==> src/fra_pkg.sv <==
`timescale 1ns / 1ps

package fra_pkg;

  // Operation codes carried in the action field.
  typedef enum logic [1:0] {
    ACT_ADD = 2'd0,
    ACT_SUB = 2'd1,
    ACT_MUL = 2'd2,
    ACT_DIV = 2'd3
  } act_e;

  // Commands from the controller to the datapath, one per cycle.
  typedef enum logic [3:0] {
    CMD_NONE,
    CMD_LOAD,
    CMD_MUL0,
    CMD_MUL1,
    CMD_MUL2,
    CMD_COMB,
    CMD_GINIT,
    CMD_GSTEP,
    CMD_DINIT,
    CMD_DSTEP,
    CMD_PUBLISH
  } cmd_e;

  // Status from the datapath back to the controller.
  typedef struct packed {
    logic den_zero;
    logic gcd_done;
  } status_t;

endpackage

==> src/fra_in_if.sv <==
`timescale 1ns / 1ps

interface fra_in_if #(
  parameter int unsigned OPERAND_WIDTH = 16
);
  logic                            valid;
  logic                            ready;
  logic [1:0]                      action;
  logic signed [OPERAND_WIDTH-1:0] num_a;
  logic signed [OPERAND_WIDTH-1:0] den_a;
  logic signed [OPERAND_WIDTH-1:0] num_b;
  logic signed [OPERAND_WIDTH-1:0] den_b;

  modport source (output valid, action, num_a, den_a, num_b, den_b, input ready);
  modport sink   (input valid, action, num_a, den_a, num_b, den_b, output ready);
endinterface

==> src/fra_out_if.sv <==
`timescale 1ns / 1ps

interface fra_out_if #(
  parameter int unsigned OPERAND_WIDTH = 16
);
  logic                              valid;
  logic                              ready;
  logic signed [2*OPERAND_WIDTH:0]   res_num;
  logic [2*OPERAND_WIDTH-2:0]        res_den;
  logic                              whole;
  logic                              bad_den;

  modport source (output valid, res_num, res_den, whole, bad_den, input ready);
  modport sink   (input valid, res_num, res_den, whole, bad_den, output ready);
endinterface

==> src/fraction_arith_reduce_top.sv <==
`timescale 1ns / 1ps

// Rational arithmetic unit with reduction to lowest terms.
// in_if carries an operation (add, subtract, multiply, divide) and two signed
// fractions; out_if returns the reduced numerator with the sign, the
// non-negative reduced denominator, a flag for a denominator of one and a
// flag for a zero raw denominator. A transfer happens at each edge at which
// valid and ready are both high; every input gives exactly one result.
// One item is in work at a time. After the input transfer the block forms
// three products on one shared multiplier, forms and checks the raw terms,
// runs a binary GCD (one halving or subtraction per step, the last step
// starting the divider), then a restoring divider that divides numerator
// and denominator in parallel, and finally loads the output register; the
// next input is taken once that load is done. A zero denominator skips the
// GCD and divider and goes straight to the output register.
// The result sits in an output register, so the next input is taken while a
// finished result still waits for the receiver. When the receiver stalls, a
// second result waits in the datapath and the input is held off until the
// register frees. Reset clears the controller; no result is pending after it.
module fraction_arith_reduce_top #(
  parameter int unsigned OPERAND_WIDTH = 16
) (
  input  logic      clk_i,
  input  logic      rst_ni,
  fra_in_if.sink    in_if,
  fra_out_if.source out_if
);

  fra_pkg::cmd_e    cmd;
  fra_pkg::status_t status;

  // Controller: sequences the datapath and owns both handshakes.
  fra_ctrl #(
    .OPERAND_WIDTH (OPERAND_WIDTH)
  ) u_ctrl (
    .clk_i       (clk_i),
    .rst_ni      (rst_ni),
    .in_valid_i  (in_if.valid),
    .in_ready_o  (in_if.ready),
    .out_valid_o (out_if.valid),
    .out_ready_i (out_if.ready),
    .status_i    (status),
    .cmd_o       (cmd)
  );

  // Datapath: multiplier, GCD engine, dividers and the result register.
  fra_dp #(
    .OPERAND_WIDTH (OPERAND_WIDTH)
  ) u_dp (
    .clk_i     (clk_i),
    .rst_ni    (rst_ni),
    .cmd_i     (cmd),
    .status_o  (status),
    .action_i  (in_if.action),
    .num_a_i   (in_if.num_a),
    .den_a_i   (in_if.den_a),
    .num_b_i   (in_if.num_b),
    .den_b_i   (in_if.den_b),
    .res_num_o (out_if.res_num),
    .res_den_o (out_if.res_den),
    .whole_o   (out_if.whole),
    .bad_den_o (out_if.bad_den)
  );

endmodule

==> src/fra_ctrl.sv <==
`timescale 1ns / 1ps

module fra_ctrl #(
  parameter int unsigned OPERAND_WIDTH = 16
) (
  input  logic              clk_i,
  input  logic              rst_ni,
  input  logic              in_valid_i,
  output logic              in_ready_o,
  output logic              out_valid_o,
  input  logic              out_ready_i,
  input  fra_pkg::status_t  status_i,
  output fra_pkg::cmd_e     cmd_o
);

  localparam int unsigned PW = 2 * OPERAND_WIDTH;
  localparam int unsigned CW = $clog2(PW);
  localparam logic [CW-1:0] CNT_LAST = CW'(PW - 1);

  typedef enum logic [3:0] {
    S_IDLE,
    S_MUL0,
    S_MUL1,
    S_MUL2,
    S_COMB,
    S_CHECK,
    S_GCD,
    S_DIV,
    S_DONE
  } state_e;

  state_e        state_q, state_d;
  logic [CW-1:0] cnt_q, cnt_d;
  logic          out_valid_q, out_valid_d;
  logic          slot_free;

  assign slot_free   = !out_valid_q || out_ready_i;
  assign in_ready_o  = (state_q == S_IDLE);
  assign out_valid_o = out_valid_q;

  always_comb begin
    state_d     = state_q;
    cnt_d       = cnt_q;
    out_valid_d = out_valid_q;
    cmd_o       = fra_pkg::CMD_NONE;
    if (out_ready_i) begin
      out_valid_d = 1'b0;
    end
    unique case (state_q)
      S_IDLE: begin
        if (in_valid_i) begin
          cmd_o   = fra_pkg::CMD_LOAD;
          state_d = S_MUL0;
        end
      end
      S_MUL0: begin
        cmd_o   = fra_pkg::CMD_MUL0;
        state_d = S_MUL1;
      end
      S_MUL1: begin
        cmd_o   = fra_pkg::CMD_MUL1;
        state_d = S_MUL2;
      end
      S_MUL2: begin
        cmd_o   = fra_pkg::CMD_MUL2;
        state_d = S_COMB;
      end
      S_COMB: begin
        cmd_o   = fra_pkg::CMD_COMB;
        state_d = S_CHECK;
      end
      S_CHECK: begin
        cmd_o   = fra_pkg::CMD_GINIT;
        state_d = status_i.den_zero ? S_DONE : S_GCD;
      end
      S_GCD: begin
        if (status_i.gcd_done) begin
          cmd_o   = fra_pkg::CMD_DINIT;
          state_d = S_DIV;
        end else begin
          cmd_o = fra_pkg::CMD_GSTEP;
        end
      end
      S_DIV: begin
        cmd_o = fra_pkg::CMD_DSTEP;
        if (cnt_q == CNT_LAST) begin
          cnt_d   = '0;
          state_d = S_DONE;
        end else begin
          cnt_d = cnt_q + 1'b1;
        end
      end
      S_DONE: begin
        if (slot_free) begin
          cmd_o       = fra_pkg::CMD_PUBLISH;
          out_valid_d = 1'b1;
          state_d     = S_IDLE;
        end
      end
      default: begin
        state_d = S_IDLE;
      end
    endcase
  end

  always_ff @(posedge clk_i or negedge rst_ni) begin
    if (!rst_ni) begin
      state_q     <= S_IDLE;
      cnt_q       <= '0;
      out_valid_q <= 1'b0;
    end else begin
      state_q     <= state_d;
      cnt_q       <= cnt_d;
      out_valid_q <= out_valid_d;
    end
  end

`ifndef SYNTHESIS
  a_publish_free: assert property (@(posedge clk_i) disable iff (!rst_ni)
    (cmd_o == fra_pkg::CMD_PUBLISH) |-> slot_free)
    else $error("result published over a pending one");

  a_cnt_idle: assert property (@(posedge clk_i) disable iff (!rst_ni)
    (state_q != S_DIV) |-> (cnt_q == '0))
    else $error("division counter not cleared outside division");

  a_accept_starts: assert property (@(posedge clk_i) disable iff (!rst_ni)
    (in_valid_i && in_ready_o) |=> (state_q == S_MUL0))
    else $error("accepted item did not start the multiply sequence");
`endif

endmodule

==> src/fra_dp.sv <==
`timescale 1ns / 1ps

module fra_dp #(
  parameter int unsigned OPERAND_WIDTH = 16
) (
  input  logic                              clk_i,
  input  logic                              rst_ni,
  input  fra_pkg::cmd_e                     cmd_i,
  output fra_pkg::status_t                  status_o,
  input  logic [1:0]                        action_i,
  input  logic signed [OPERAND_WIDTH-1:0]   num_a_i,
  input  logic signed [OPERAND_WIDTH-1:0]   den_a_i,
  input  logic signed [OPERAND_WIDTH-1:0]   num_b_i,
  input  logic signed [OPERAND_WIDTH-1:0]   den_b_i,
  output logic signed [2*OPERAND_WIDTH:0]   res_num_o,
  output logic [2*OPERAND_WIDTH-2:0]        res_den_o,
  output logic                              whole_o,
  output logic                              bad_den_o
);

  localparam int unsigned W  = OPERAND_WIDTH;
  localparam int unsigned PW = 2 * W;
  localparam int unsigned KW = $clog2(PW);

  // Operand registers.
  fra_pkg::act_e          act_q;
  logic signed [W-1:0]    a_q, da_q, b_q, db_q;

  // Products and raw terms.
  logic signed [PW-1:0]   p1_q, p2_q, den_q;
  logic signed [PW:0]     num_q;

  // GCD and division state.
  logic [PW-1:0]          u_q, v_q, g_q;
  logic [PW-1:0]          qn_q, qd_q;
  logic [PW-1:0]          rn_q, rd_q;
  logic [KW-1:0]          k_q;
  logic                   strip_q;
  logic                   neg_q;

  // Result register.
  logic signed [PW:0]     res_num_q;
  logic [PW-2:0]          res_den_q;
  logic                   whole_q;
  logic                   bad_q;

  logic signed [W-1:0]    mul_x, mul_y;
  logic signed [PW-1:0]   prod;
  logic signed [PW:0]     p1_ext, p2_ext;
  logic [PW:0]            num_abs, den_abs;
  logic [PW:0]            rn_sh, rd_sh, g_ext;
  logic                   qn_bit, qd_bit;
  logic                   bad;
  logic [PW:0]            q_ext;

  // One shared signed multiplier, steered by the current command.
  always_comb begin
    unique case (cmd_i)
      fra_pkg::CMD_MUL0: begin
        mul_x = a_q;
        mul_y = (act_q == fra_pkg::ACT_MUL) ? b_q : db_q;
      end
      fra_pkg::CMD_MUL1: begin
        mul_x = b_q;
        mul_y = da_q;
      end
      default: begin
        mul_x = da_q;
        mul_y = (act_q == fra_pkg::ACT_DIV) ? b_q : db_q;
      end
    endcase
  end

  assign prod   = mul_x * mul_y;
  assign p1_ext = {p1_q[PW-1], p1_q};
  assign p2_ext = {p2_q[PW-1], p2_q};

  assign num_abs = num_q[PW] ? (-num_q) : num_q;
  assign den_abs = den_q[PW-1] ? (-{den_q[PW-1], den_q}) : {den_q[PW-1], den_q};

  // Restoring division step, numerator and denominator side by side.
  assign g_ext  = {1'b0, g_q};
  assign rn_sh  = {rn_q, qn_q[PW-1]};
  assign rd_sh  = {rd_q, qd_q[PW-1]};
  assign qn_bit = (rn_sh >= g_ext);
  assign qd_bit = (rd_sh >= g_ext);

  assign status_o.den_zero = (den_q == '0);
  assign status_o.gcd_done = (u_q == '0);

  assign bad   = (den_q == '0);
  assign q_ext = {1'b0, qn_q};

  always_ff @(posedge clk_i or negedge rst_ni) begin
    if (!rst_ni) begin
      strip_q <= 1'b0;
      k_q     <= '0;
    end else begin
      unique case (cmd_i)
        fra_pkg::CMD_GINIT: begin
          strip_q <= 1'b1;
          k_q     <= '0;
        end
        fra_pkg::CMD_GSTEP: begin
          if (strip_q) begin
            if (!u_q[0] && !v_q[0]) begin
              k_q <= k_q + 1'b1;
            end else begin
              strip_q <= 1'b0;
            end
          end
        end
        default: begin
        end
      endcase
    end
  end

  always_ff @(posedge clk_i) begin
    unique case (cmd_i)
      fra_pkg::CMD_LOAD: begin
        act_q <= fra_pkg::act_e'(action_i);
        a_q   <= num_a_i;
        da_q  <= den_a_i;
        b_q   <= num_b_i;
        db_q  <= den_b_i;
      end
      fra_pkg::CMD_MUL0: begin
        p1_q <= prod;
      end
      fra_pkg::CMD_MUL1: begin
        p2_q <= prod;
      end
      fra_pkg::CMD_MUL2: begin
        den_q <= prod;
      end
      fra_pkg::CMD_COMB: begin
        unique case (act_q)
          fra_pkg::ACT_ADD: num_q <= p1_ext + p2_ext;
          fra_pkg::ACT_SUB: num_q <= p1_ext - p2_ext;
          default:          num_q <= p1_ext;
        endcase
      end
      fra_pkg::CMD_GINIT: begin
        u_q   <= num_abs[PW-1:0];
        v_q   <= den_abs[PW-1:0];
        qn_q  <= num_abs[PW-1:0];
        qd_q  <= den_abs[PW-1:0];
        neg_q <= num_q[PW] ^ den_q[PW-1];
      end
      fra_pkg::CMD_GSTEP: begin
        // Binary GCD: strip common factors of two first, then reduce the
        // odd parts by halving and subtracting until u reaches zero.
        priority if (strip_q) begin
          if (!u_q[0] && !v_q[0]) begin
            u_q <= u_q >> 1;
            v_q <= v_q >> 1;
          end
        end else if (!u_q[0]) begin
          u_q <= u_q >> 1;
        end else if (!v_q[0]) begin
          v_q <= v_q >> 1;
        end else if (u_q >= v_q) begin
          u_q <= u_q - v_q;
        end else begin
          v_q <= v_q - u_q;
        end
      end
      fra_pkg::CMD_DINIT: begin
        g_q  <= v_q << k_q;
        rn_q <= '0;
        rd_q <= '0;
      end
      fra_pkg::CMD_DSTEP: begin
        rn_q <= qn_bit ? PW'(rn_sh - g_ext) : rn_sh[PW-1:0];
        rd_q <= qd_bit ? PW'(rd_sh - g_ext) : rd_sh[PW-1:0];
        qn_q <= {qn_q[PW-2:0], qn_bit};
        qd_q <= {qd_q[PW-2:0], qd_bit};
      end
      fra_pkg::CMD_PUBLISH: begin
        bad_q <= bad;
        if (bad) begin
          res_num_q <= '0;
          res_den_q <= '0;
          whole_q   <= 1'b0;
        end else begin
          res_num_q <= neg_q ? (-q_ext) : q_ext;
          res_den_q <= qd_q[PW-2:0];
          whole_q   <= (qd_q == PW'(1));
        end
      end
      default: begin
      end
    endcase
  end

  assign res_num_o = res_num_q;
  assign res_den_o = res_den_q;
  assign whole_o   = whole_q;
  assign bad_den_o = bad_q;

`ifndef SYNTHESIS
  a_gcd_v_nonzero: assert property (@(posedge clk_i) disable iff (!rst_ni)
    (cmd_i == fra_pkg::CMD_GSTEP) |-> (v_q != '0))
    else $error("GCD step with zero second operand");

  a_divisor_nonzero: assert property (@(posedge clk_i) disable iff (!rst_ni)
    (cmd_i == fra_pkg::CMD_DSTEP) |-> (g_q != '0))
    else $error("division step with zero divisor");

  a_reduced_den: assert property (@(posedge clk_i) disable iff (!rst_ni)
    (cmd_i == fra_pkg::CMD_PUBLISH && den_q != '0) |=> (res_den_q != '0))
    else $error("reduced denominator is zero for a valid result");
`endif

endmodule

==> src/flat_wrapper.sv <==
// flat-port wrapper written by rule: the top's interface ports become plain ports
module fraction_arith_reduce_top_flat 
#(
  parameter int unsigned OPERAND_WIDTH = 16
)
  (clk_i, rst_ni, in_if_valid, in_if_action, in_if_num_a, in_if_den_a, in_if_num_b, in_if_den_b, in_if_ready, out_if_valid, out_if_res_num, out_if_res_den, out_if_whole, out_if_bad_den, out_if_ready);
  fra_in_if #(.OPERAND_WIDTH(OPERAND_WIDTH)) in_if_i ();
  fra_out_if #(.OPERAND_WIDTH(OPERAND_WIDTH)) out_if_i ();
  input  logic clk_i;
  input  logic rst_ni;
  input wire logic [$bits(in_if_i.valid)-1:0] in_if_valid;
  input wire logic [$bits(in_if_i.action)-1:0] in_if_action;
  input wire logic [$bits(in_if_i.num_a)-1:0] in_if_num_a;
  input wire logic [$bits(in_if_i.den_a)-1:0] in_if_den_a;
  input wire logic [$bits(in_if_i.num_b)-1:0] in_if_num_b;
  input wire logic [$bits(in_if_i.den_b)-1:0] in_if_den_b;
  output wire logic [$bits(in_if_i.ready)-1:0] in_if_ready;
  output wire logic [$bits(out_if_i.valid)-1:0] out_if_valid;
  output wire logic [$bits(out_if_i.res_num)-1:0] out_if_res_num;
  output wire logic [$bits(out_if_i.res_den)-1:0] out_if_res_den;
  output wire logic [$bits(out_if_i.whole)-1:0] out_if_whole;
  output wire logic [$bits(out_if_i.bad_den)-1:0] out_if_bad_den;
  input wire logic [$bits(out_if_i.ready)-1:0] out_if_ready;
  assign in_if_i.valid = in_if_valid;
  assign in_if_i.action = in_if_action;
  assign in_if_i.num_a = in_if_num_a;
  assign in_if_i.den_a = in_if_den_a;
  assign in_if_i.num_b = in_if_num_b;
  assign in_if_i.den_b = in_if_den_b;
  assign in_if_ready = in_if_i.ready;
  assign out_if_valid = out_if_i.valid;
  assign out_if_res_num = out_if_i.res_num;
  assign out_if_res_den = out_if_i.res_den;
  assign out_if_whole = out_if_i.whole;
  assign out_if_bad_den = out_if_i.bad_den;
  assign out_if_i.ready = out_if_ready;
  fraction_arith_reduce_top #(.OPERAND_WIDTH(OPERAND_WIDTH)) u_core (.clk_i(clk_i), .rst_ni(rst_ni), .in_if(in_if_i), .out_if(out_if_i));
endmodule
==> config.mk <==
export PLATFORM = sky130hd
export DESIGN_NAME = fraction_arith_reduce_top_flat
export DESIGN_NICKNAME = d
export VERILOG_FILES = /design/src/fra_pkg.sv /design/src/fra_in_if.sv /design/src/fra_out_if.sv /design/src/fraction_arith_reduce_top.sv /design/src/fra_ctrl.sv /design/src/fra_dp.sv /design/src/flat_wrapper.sv
export SDC_FILE = /design/constraint.sdc
export NUM_CORES = 2
export LEC_CHECK = 0
export BUFFER_PORTS_ARGS = -buffer_cell sky130_fd_sc_hd__buf_2
export CAP_MARGIN = 15
export CELL_PAD_IN_SITES_DETAIL_PLACEMENT = 1
export CELL_PAD_IN_SITES_GLOBAL_PLACEMENT = 2
export CORE_UTILIZATION = 42
export DETAILED_ROUTE_END_ITERATION = 8
export HOLD_SLACK_MARGIN = 0.03
export PLACE_DENSITY = 0.88
export RECOVER_POWER = 50
export REMOVE_ABC_BUFFERS = 1
export SETUP_SLACK_MARGIN = 0.5
export SYNTH_ARGS = -nofsm -noshare
export SYNTH_HDL_FRONTEND = slang
export SYNTH_SLANG_ARGS = --single-unit
export TNS_END_PERCENT = 1
==> constraint.sdc <==
create_clock -name clk_i -period 10.1 [get_ports clk_i]
set_input_delay 1.515 -clock clk_i [delete_from_list [all_inputs] [get_ports clk_i]]
set_output_delay 1.515 -clock clk_i [all_outputs]
set_load 0.02 [all_outputs]
==> flow_summary.json <==
{
  "die_x_um": 317,
  "ys_seq_area_share_pct": 35.9,
  "gr-total-overflow": 0,
  "setup.worst_path.start_class": "register",
  "worstPathMaxFanout": 33,
  "irDropWorstVdd_uv": 131,
  "powerDensity_mw_per_mm2": 102,
  "rsz0062_at_grt": "yes",
  "fin_cells": 5711,
  "ant_nets": 0,
  "yosys.area.top_type": "edfxtp_1",
  "hp-start": "u_core.u_ctrl.cnt_q[4]",
  "critical_path_class": "reg -> reg",
  "insertion_delay_ns": 0.69,
  "status": "finished with violations",
  "io_buffers": 137,
  "drc": 0,
  "tightestPinTransition_ns": 4.12,
  "yosysWarnings": 0,
  "power.switching_uw": 958,
  "p_leak_uw": 0.0184,
  "die-area_mm2": 0.101,
  "drv_slew": 639,
  "worstSetupStartpoint": "u_core.u_dp.u_q[15]",
  "hold_class": "reg -> reg",
  "vias": 32500,
  "setup_violations": 0,
  "core_area_mm2": 0.0984,
  "max_slew_margin_pct": -174,
  "ff_latch_area_mm2": 0.0150,
  "synth_area_leaders": "edfxtp_1, fa_1, ha_1",
  "multi_input_area_mm2": 0.0243,
  "htreeDepth": 2,
  "syn_inst": 4302,
  "fin_worst_skew_ns": 0.0453,
  "final_cell_area_mm2": 0.0459,
  "root_buffer": "clkbuf_16",
  "post-route-min-period_ns": 9.49,
  "place_hpwl_um": 99800,
  "ys_seq_elements": 502,
  "maxCapViolations": 13,
  "fin_nets": 4960,
  "ys_types": 76,
  "drive_gt1_share_pct": 6.90,
  "cts.clk_slew.worst_paths_ns": 0.06,
  "postCtsHoldBufs": 0,
  "worstPathRequired_ns": 10.55,
  "grt_usage_pct": 25.0,
  "yosysTopAreaCellShare_pct": 35.0,
  "finalHoldViolCount": 0,
  "cts.sinks": 502,
  "cell_internal_pwr_uw": 3720,
  "period_share_pct": 93.9,
  "wirelength_um": 126000,
  "async_flop_share_pct": 3.19,
  "violations": "max-capacitance violations, max-slew violations",
  "r2r_start": "u_core.u_dp.u_q[15]",
  "cp_data_arrival_time_ns": 9.94,
  "cts_buffers": 59,
  "p_seq_share_pct": 48.1,
  "synth_edf_count": 486,
  "avgSynthCellArea_um2": 9.70,
  "initial_core_util_pct": 42.4,
  "power_frac_clock_pct": 51.5,
  "via_per_inst": 5.69,
  "gp_congestion": 0.940,
  "grt_pass1_wl_um": 196000,
  "end_kind": "register",
  "cts_buffer_depth": 3,
  "syn_area_mm2": 0.0417,
  "antenna_found_initial": 2,
  "rows": 115,
  "dpl-instance-area_mm2": 0.0438,
  "p_sw_share_pct": 20.5,
  "ios": 138,
  "grt_start_max_net_pins": 103,
  "ys.flop_type": "edfxtp_1",
  "max_freq_mhz": 105,
  "grt_pass1_vias": 34200,
  "drt-initial-drc-count": 2221,
  "power_uw": 4680,
  "crit_top_cell": "fa_1",
  "cts_tree": "built",
  "die_h_um": 317,
  "slowest_stage": "fa_1",
  "area_growth_pct": 9.91,
  "avgRoutedWirePerCell_um": 22.1,
  "crit_path_max_incr_delay_ns": 0.53,
  "combinationalPowerShare_pct": 0.3,
  "nFillCells": 11200,
  "drtPass1Iterations": 6,
  "placed_cells": 5596
}
## synthesized netlist by cell type, types with 43 or more instances
cell type / instances
mux2i_1: 92
nor3_1: 43
xnor2_1: 146
o21ai_0: 197
clkbuf_1: 171
nor2_1: 464
edfxtp_1: 486
a221oi_1: 51
fa_1: 267
nand2_1: 376
inv_1: 464
nand3_1: 61
nor2b_1: 53
a21oi_1: 337
ha_1: 250
xor2_1: 148
a21o_1: 66
## power groups by stage
| stage | logic [uW] | clock network, uW | registers [uW] |
|---|---|---|---|
| finish | 14.9 | 2410 | 2250 |
| global route | 16.6 | 2520 | 2250 |
| CTS | 15.8 | 2460 | 2250 |
| detailed placement | 15.6 | 0 | 2300 |
| global placement | 15.0 | 0 | 2300 |
| floorplan | 0.152 | 0 | 2300 |
## cell type report
class,instances,share of cell area [%]
Multi-Input combinational cell,3143,53.0
Sequential cell,502,32.7
Inverter,465,3.81
Tap cell,1287,3.51
Clock buffer,71,3.38
Timing Repair Buffer,202,2.27
Clock inverter,40,1.37
Antenna cell,1,0.00545
## through the flow
| step | utilization (%) | setup TNS, ns | hold WS [ns] | setup slack, ns |
|---|---|---|---|---|
| floorplan | - | -70.30 | 0.452 | -1.69 |
| global placement | 44.5 | 0 | 0.469 | 0.450 |
| detailed placement | 44.5 | 0 | 0.482 | 0.180 |
| CTS | 46.8 | 0 | 0.491 | 0.494 |
| global route | 46.6 | 0 | 0.535 | 0.260 |
| finish | 46.6 | 0 | 0.482 | 0.614 |
## state kept, by name (all words and copies together), names as in the netlist, 16 cells and up
register and flops:
u_core.u_dp.v_q 32, u_core.u_dp.res_den_o 31, u_core.u_dp.u_q 32, u_core.u_dp.g_q 32, u_core.u_dp.db_q 16, u_core.u_dp.da_q 16
u_core.u_dp.num_q 33, u_core.u_dp.a_q 16, u_core.u_dp.qd_q 32, u_core.u_dp.den_q 32, u_core.u_dp.rn_q 32, u_core.u_dp.res_num_o 33
u_core.u_dp.p1_q 32, u_core.u_dp.qn_q 32, u_core.u_dp.rd_q 32, u_core.u_dp.p2_q 32, u_core.u_dp.b_q 16
## logic make-up (layout without fill, tap and decap cells)
| group | after synthesis | in the layout | share of synthesized area [%] |
|---|---|---|---|
| xor gates and xnor gates | 294 | 294 | 6.17 |
| muxes | 123 | 123 | 3.37 |
| DFF | 502 | 502 | 35.9 |
| AOI/OAI and AO/OA | 975 | 975 | 14.9 |
| and+or+nand+nor | 1234 | 1234 | 13.3 |
| other | 0 | 1 | 0 |
| adders and majority gates | 517 | 517 | 20.3 |
| buffers and inverters | 657 | 778 | 5.98 |
## cell usage in the layout, fill, tap and decap left out, types with 25 or more instances in the layout
cell       instances
nand3_1           61
edfxtp_1         486
nor3_1            41
fa_1             267
nand2b_1          40
xor2_1           148
nor4_1            30
o21ai_0          197
inv_1            463
nor2b_1           52
o21bai_1          36
a221oi_1          51
nor2_1           464
mux2i_1           92
buf_4             51
nand2_1          375
clkbuf_1          93
a21oi_1          337
a21o_1            66
clkbuf_16         59
or2_2             25
xnor2_1          146
o31ai_1           41
buf_2             66
ha_1             250
nand4_1           31
## per-layer routing
metal | up-vias | wire (um) | GRT usage (%)
met1 | 16400 | 54200 | 32.1
met5 | - | 13 | 0
met2 | 709 | 62100 | 43.6
met3 | 220 | 5600 | 3.27
met4 | 2 | 4310 | 8.21
li1 | 15200 | - | -
## critical path, delay by kind of cell, from the launching register on
family	cells	cell delay, ns
flip-flops	1	0.46
AO/OA/AOI/OAI	10	1.85
buffers and inverters	7	1.31
XOR/XNOR	1	0.27
adder cells (fa/ha/maj)	7	3.35
AND/OR/NAND/NOR	7	2.00
## what timing repair did
| action | 4_1_cts | 5_1_grt |
|---|---|---|
| setup buffers | 0 | 3 |
| resized for setup | 3 | 4 |
| pin swaps | 0 | 2 |
| setup endpoints to repair | 12 | 23 |
## worst paths after layout
kind | to | slack, ns | depth (start not counted)
worst min register to register | u_core.u_ctrl.cnt_q[4] | 0.48 | 2
worst max register to register | u_core.u_dp.den_q[31] | 0.61 | 32
min in group asynchronous | u_core.u_dp.k_q[0] | 1.05 | 1
max in group asynchronous | u_core.u_dp.strip_q | 8.29 | 1
worst min-delay path | u_core.u_ctrl.cnt_q[4] | 0.48 | 2
worst max-delay path | u_core.u_dp.den_q[31] | 0.61 | 32
Note: power is estimated with default switching activity, not from simulation.
